**src/rtl/cau_pkg.sv**
```systemverilog
// shared constants, codes, pipeline structs and saturation helper
// for the complex arithmetic unit; no dependencies
`default_nettype none

package cau_pkg;

    localparam int WORD_BITS = 32;
    localparam int FRAC_BITS = 16;
    localparam int PORT_W    = 32;
    localparam int PROD_W    = 2 * WORD_BITS;
    localparam int SUM_W     = PROD_W + 1;
    localparam int MAG_W     = 2 * WORD_BITS;
    localparam int REM_W     = 3 * WORD_BITS + FRAC_BITS + 1;
    localparam int Q_W       = WORD_BITS + 1;

    localparam logic [2:0] CMD_ADD = 3'd0;
    localparam logic [2:0] CMD_SUB = 3'd1;
    localparam logic [2:0] CMD_MUL = 3'd2;
    localparam logic [2:0] CMD_DIV = 3'd3;
    localparam logic [2:0] CMD_EQ  = 3'd4;
    localparam logic [2:0] CMD_NE  = 3'd5;

    localparam logic [1:0] ST_OK  = 2'd0;
    localparam logic [1:0] ST_DZ  = 2'd1;
    localparam logic [1:0] ST_SAT = 2'd2;

    // sideband that travels with each transaction down the pipe
    typedef struct packed {
        logic                 valid;
        logic                 is_div;
        logic                 dz;
        logic                 neg_re;
        logic                 neg_im;
        logic                 ovf_re;
        logic                 ovf_im;
        logic [WORD_BITS-1:0] re;
        logic [WORD_BITS-1:0] im;
        logic                 flag;
        logic [1:0]           status;
    } t_side;

    // divider lane state handed from cell to cell
    typedef struct packed {
        logic [REM_W-1:0] rem_re;
        logic [REM_W-1:0] rem_im;
        logic [REM_W-1:0] div;
        logic [Q_W-1:0]   q_re;
        logic [Q_W-1:0]   q_im;
    } t_lane;

    // clamp a sign/magnitude value to the word range; top bit flags saturation
    function automatic logic [WORD_BITS:0] sat_word(input logic neg,
                                                    input logic [MAG_W-1:0] mag);
        logic [MAG_W-1:0]     half;
        logic [WORD_BITS-1:0] low;
        logic [WORD_BITS:0]   r;
        half = MAG_W'(1) << (WORD_BITS - 1);
        low  = mag[WORD_BITS-1:0];
        if (!neg && (mag > (half - MAG_W'(1)))) begin
            r = {1'b1, 1'b0, {(WORD_BITS-1){1'b1}}};
        end else if (neg && (mag > half)) begin
            r = {1'b1, 1'b1, {(WORD_BITS-1){1'b0}}};
        end else if (neg) begin
            r = {1'b0, -low};
        end else begin
            r = {1'b0, low};
        end
        return r;
    endfunction

endpackage

`default_nettype wire

```
**src/rtl/cau_cell.sv**
```systemverilog
// one restoring divide step for both components, registered
// depends on cau_pkg
`default_nettype none

module cau_cell import cau_pkg::*; (
    input  wire logic  i_clk,
    input  wire logic  i_rst_n,
    input  t_lane      i_lane,
    input  t_side      i_side,
    output t_lane      o_lane,
    output t_side      o_side
);

    t_lane n_lane, r_lane;
    t_side r_side;
    logic  ge_re, ge_im;

    always_comb begin
        ge_re       = i_lane.rem_re >= i_lane.div;
        ge_im       = i_lane.rem_im >= i_lane.div;
        n_lane.rem_re = ge_re ? (i_lane.rem_re - i_lane.div) : i_lane.rem_re;
        n_lane.rem_im = ge_im ? (i_lane.rem_im - i_lane.div) : i_lane.rem_im;
        n_lane.div    = i_lane.div >> 1;
        n_lane.q_re   = {i_lane.q_re[Q_W-2:0], ge_re};
        n_lane.q_im   = {i_lane.q_im[Q_W-2:0], ge_im};
    end

    always_ff @(posedge i_clk) begin
        r_lane <= n_lane;
        if (!i_rst_n) begin
            r_side <= '0;
        end else begin
            r_side <= i_side;
        end
    end

    assign o_lane = r_lane;
    assign o_side = r_side;

endmodule

`default_nettype wire

```
**config.mk**
```make
export PLATFORM = sky130hd
export DESIGN_NAME = cau_cell
export DESIGN_NICKNAME = d
export VERILOG_FILES = /design/src/rtl/cau_pkg.sv /design/src/rtl/cau_cell.sv
export SDC_FILE = /design/constraint.sdc
export NUM_CORES = 1
export LEC_CHECK = 0
export CAP_MARGIN = 20
export CORE_AREA = 2 2 374 376
export DETAILED_ROUTE_END_ITERATION = 10
export DIE_AREA = 0 0 376 378
export DONT_BUFFER_PORTS = 1
export PLACE_DENSITY = 0.43
export RECOVER_POWER = 25
export SLEW_MARGIN = 30
export SYNTH_ARGS = -nofsm -noshare
export SYNTH_HDL_FRONTEND = slang
export SYNTH_SLANG_ARGS = --single-unit
export TNS_END_PERCENT = 20
```
**constraint.sdc**
```tcl
create_clock -name i_clk -period 7.65 [get_ports i_clk]
set_clock_uncertainty 0.05 [all_clocks]
set_input_delay 1.1475 -clock i_clk [delete_from_list [all_inputs] [get_ports i_clk]]
set_output_delay 1.1475 -clock i_clk [all_outputs]
set_load 0.05 [all_outputs]
```
==> reports/results.txt, run 1 <==
status = finished clean
FP Rows = 137
Crit Path Category = input pin to flip-flop
pwr/cell area = 284 nW/um2
Post-DRT Antenna Nets = 0
Num CTS Buffers = 59
Yosys warnings = 0
layout cells sized above 1 = 4.32%
Hold Vio Cnt, Final = 0
first-pass iteration count of the detailed router = 5
gr usage total = 19.7%
register share of total power = 45.5%
sw power = 3.72 mW
Reg clk slew, reported paths = 0.07 ns
DR DRC count = 0
ys flop type = dfxtp_1
async set-or-reset flop fraction in the synthesized netlist = 0%
core box area = 139,000 um2
P_int = 5.20 mW
max frequency = 188 MHz
Crit Path Max Fanout = 155
# hold bufs at CTS = 0
post-DP HPWL = 128,000 um
via count = 25,300
Hold Startpoint = i_lane[47]
vias in the first global route = 24,800
remaining global-route overflow = 0
period utilization = 69.4%
Yosys reg bits = 478
Horiz. Die Dim = 376 um
clk sinks = 478
largest cells by area after synthesis = dfxtp_1 35%, ha_1 10%, o21ai_0 6.8%
routability congestion estimate = 0.912
CTS root buf = clkbuf_16
combinational share of power = 20.1%
P_leak = 13.1 nW
pin count of the biggest net entering global routing = 214
Netlist cell types = 78
setup_tns = 0 ns
first-pass GRT wire length = 198,000 um
commonest non-fill, non-tap cell in the layout = dfxtp_1
endpoint arrival time on the critical path = 5.80 ns
vias per inst = 4.78
Longest Clk Path Bufs = 3
initial antenna violation count = 17
max-cap violations = 0
final WL = 149,000 um
Synth top area share = 34.6%
Clock power frac = 34.4%
Hold/Removal Path Class = input pin to flip-flop
CTS tree = yes
H-tree levels = 2
Die Area = 142,000 um2
post_cts resized = 0
worst-margin pin slew = 1.07 ns
initial DRC count = 1,658
Nets = 4,132
post-CTS setup buffers = 0
die height = 378 um
final worst path period need = 5.31 ns
IO Port Bufs = 0
register area share after synthesis = 34.6%
RSZ-0062 raised after global routing = no
Wirelength per Cell = 28.1 um
data required time of the worst path = 8.14 ns
Final Setup Violations = 0
starting density of the core = 20.0%
Synth area leader = dfxtp_1
Hold WS = 0.425 ns
post-synthesis cell count = 3,520
most frequent cells in the layout = 478 x dfxtp_1, 476 x nand2_1, 375 x o21ai_0, 354 x a21oi_1, 226 x ha_1
Startpoint Class = input pin
syn avg cell area = 7.85 um2
Layout area overhead = 13.9%
synthesized cell area = 27,600 um2
Crit. End Element = flip-flop
Slew headroom = 27.5%
Slew Limit Fails = 0
VDD IR max = 176 uV
Post-synth EDFFs = 0
Ports = 960
CP startpoint = i_lane[68]
Mapped Nets = 4,229
sw frac = 41.7%
## through the flow
| stage | util, % | setup slack [ns] | instances | instance area [um2] | total power [mW] |
|---|---|---|---|---|---|
| floorplan | - | 3.10 | 3520 | 27600 | 5.21 |
| global placement | 21.2 | 1.55 | 5169 | 29300 | 5.92 |
| detailed placement | 21.2 | 1.46 | 5169 | 29300 | 5.92 |
| CTS | 22.7 | 2.18 | 5278 | 31500 | 9.06 |
| global route | 22.7 | 2.10 | 5285 | 31500 | 9.32 |
| finish | 22.7 | 2.34 | 5292 | 31500 | 8.93 |
## sequential cells by signal, indices dropped and copies added (netlist names)
register and count:
o_side 74, o_lane 404
## metal layers
metal	up-vias	global-route usage [%]	wire length, um
li1	12200	-	-
met1	12000	21.2	55900
met2	904	36.9	76700
met3	193	4.86	9900
met4	8	7.52	6000
met5	-	0	55
## critical path, stage by stage
cell      delay [ns]
inv_1           0.05
ha_1            0.37
o211ai_1        0.12
a21oi_1         0.49
o211ai_1        0.28
a211oi_1        0.65
o21ai_0         0.42
a21oi_1         0.68
o21ai_2         0.31
o21ai_2         0.32
a311oi_4        0.15
buf_12          0.24
nand2_1         0.21
o21ai_0         0.09
## final timing paths
| kind | cells after the start | end | slack [ns] |
|---|---|---|---|
| worst max-delay path | 14 | o_lane[331] | 2.34 |
| worst min-delay path | 0 | o_lane[48] | 0.42 |
## cell type report
class,count,area (um2)
clock inverter,33,477
clock buffer,76,1630
tap,1807,2260
inverter,190,713
sequential,478,9570
antenna,14,35.0
multi-input combinational,2675,16600
timing repair buffer,19,168
fill,15500,107000
## power groups by stage
stage | logic (mW) | registers, mW | clock network (mW)
after global placement | 1.78 | 4.14 | 0
after floorplan | 1.26 | 3.95 | 0
after CTS | 1.79 | 4.08 | 3.18
after global routing | 1.97 | 4.07 | 3.27
final | 1.79 | 4.06 | 3.07
after detailed placement | 1.78 | 4.13 | 0
## cell usage after synthesis (23+ instances only)
| library cell | count |
|---|---|
| nand4_1 | 120 |
| xnor2_1 | 120 |
| nand2_1 | 476 |
| inv_1 | 189 |
| o21a_1 | 32 |
| a31oi_1 | 32 |
| nor2_1 | 197 |
| o21bai_1 | 68 |
| xor2_1 | 92 |
| a21oi_1 | 354 |
| nand3_1 | 34 |
| dfxtp_1 | 478 |
| nor3_1 | 50 |
| ha_1 | 226 |
| o21ai_0 | 376 |
| a21o_1 | 116 |
| and2_1 | 85 |
| o21ai_1 | 34 |
| nor2b_1 | 23 |
| clkbuf_1 | 146 |
## cell families after synthesis
family | count (synthesis) | synth area share, %
compound gates | 1142 | 24.5
simple gates | 1085 | 18.2
flops | 478 | 34.6
buf+inv | 367 | 5.32
fa+ha+maj | 228 | 10.4
xor+xnor | 212 | 6.72
mux | 7 | 0.272
other cells | 1 | 0.0136
No activity file was read; power rests on OpenSTA's default activity.
==> run 2, diff against run 1 <==
==> constraint.sdc (replaced) <==
create_clock -name i_clk -period 5.3 [get_ports i_clk]
set_clock_uncertainty 0.05 [all_clocks]
set_input_delay 0.795 -clock i_clk [delete_from_list [all_inputs] [get_ports i_clk]]
set_output_delay 0.795 -clock i_clk [all_outputs]
set_load 0.05 [all_outputs]
==> run 2 against run 1 <==
- critical path depth up 2
- die area unchanged
- power up 47%
- critical endpoint is now o_lane[233]
- largest cell class unchanged
==> reports/results.txt, run 2 (synthesized netlist as in run 1, its figures left out) <==
RSZ-0062 raised after global routing = no
most frequent cells in the layout = 478 x dfxtp_1, 476 x nand2_1, 376 x o21ai_0, 354 x a21oi_1, 226 x ha_1
first-pass GRT wire length = 202,000 um
pre-CTS setup slack = 0.0127 ns
pin count of the biggest net entering global routing = 103
max-cap violations = 0
# hold bufs at CTS = 0
Num CTS Buffers = 59
final worst path period need = 4.70 ns
gr usage total = 20.1%
pwr/cell area = 403 nW/um2
Startpoint Class = input pin
CP top delay family = compound AO/OA/AOI/OAI gates
die height = 378 um
Worst Path Buf+Inv = 5
fill cell count = 15,300
most used cell, CP = buf_4
CTS root buf = clkbuf_16
area occupied by multi-input gates = 16,600 um2
via count = 25,800
routability congestion estimate = 0.915
Horiz. Die Dim = 376 um
max FFs per register = 404
commonest non-fill, non-tap cell in the layout = dfxtp_1
data required time of the worst path = 5.84 ns
Nets = 4,246
Layout area overhead = 17.5%
CP peak stage delay = 0.60 ns
Overall Power = 13.1 mW
final WL = 151,000 um
P_leak = 13.7 nW
core box area = 139,000 um2
clk sinks = 478
status = finished clean
final worst slack = 0.596 ns
final instance area = 32,500 um2
Wirelength per Cell = 28.0 um
initial DRC count = 1,662
starting density of the core = 20.0%
endpoint arrival time on the critical path = 5.24 ns
post-CTS setup buffers = 0
Post-DRT Antenna Nets = 0
Hold Vio Cnt, Final = 0
GRT met2 Usage = 38.2%
first-pass iteration count of the detailed router = 5
Worst Hold Endpoint = o_lane[31]
critical path, cell by cell = inv_1, ha_1, nand4_1, nor2_1, nand2_1, nor4b_1, o21a_1, o211a_1, o21ai_0, buf_4, a2111oi_0, buf_4, nor2_4, buf_12, o21ai_0, buf_4
post-DP HPWL = 131,000 um
FP Rows = 137
hold depth = 0
CTS tree = yes
GR Util met1 = 21.5%
vias per inst = 4.78
met3 Track Usage GR = 5.20%
vias in the first global route = 25,200
IO Port Bufs = 0
worst-margin pin slew = 1.01 ns
post_cts resized = 0
Slew headroom = 32.2%
Reg clk slew, reported paths = 0.06 ns
Crit-path slowest cell = a2111oi_0
Longest Clk Path Bufs = 3
initial antenna violation count = 29
Crit Path Category = input pin to flip-flop
Final Setup Violations = 0
Die Area = 142,000 um2
Hold/Removal Path Class = input pin to flip-flop
layout cells sized above 1 = 7.42%
DP Area = 30,300 um2
Crit Path Max Fanout = 102
period utilization = 88.8%
Ports = 960
Hold WS = 0.0728 ns
global routing's busiest layer = met2
H-tree levels = 2
Slew Limit Fails = 0
register area = 9570 um2
VDD IR max = 236 uV
Hold Startpoint = i_lane[30]
Crit. End Element = flip-flop
remaining global-route overflow = 0
max frequency = 213 MHz
DR DRC count = 0
[run 2: how the worst max path moves through the flow]
stage / from / endpoint / depth (start not counted) / slack [ns]
3_3_place_gp: i_lane[68] / o_lane[392] / 18 / -0.21
5_1_grt: i_lane[102] / o_lane[233] / 16 / 0.34
2_1_floorplan: i_lane[102] / o_lane[386] / 14 / 1.10
6_report: i_lane[102] / o_lane[233] / 16 / 0.60
3_5_place_dp: i_lane[102] / o_lane[233] / 16 / 0.01
4_1_cts: i_lane[102] / o_lane[233] / 16 / 0.69
[run 2: metrics by stage]
stage / cells / util (%) / TNS, ns
after detailed placement: 5283 / 21.9 / 0
after global placement: 5283 / 21.9 / -0.650
after CTS: 5394 / 23.4 / 0
final: 5404 / 23.4 / 0
after global routing: 5398 / 23.4 / 0
after floorplan: 3520 / - / 0
[run 2: routing by layer]
metal / share of wire, % / up-vias
li1: - / 12400
met1: 38 / 12300
met2: 52 / 902
met3: 6.7 / 191
met4: 3.3 / 16
met5: 0.073 / -
[run 2: cell type report]
class                   instances  area share [%]
diodes                         10          0.0770
flip-flops and latches        478            29.5
repair buffers                133            3.54
clock inverters                32            1.40
clock buffers                  79            5.18
well taps                    1807            6.96
inverters                     190            2.20
multi-input cells            2675            51.2
[run 2: where the power goes]
part           internal [mW]  leakage [nW]  switching (mW)  total (mW)
Sequential              4.02          4.02            1.84        5.86
Combinational           1.02          8.63            1.74        2.76
Clock                   2.64          1.03            1.82        4.46
Total                   7.68          13.7            5.40        13.1
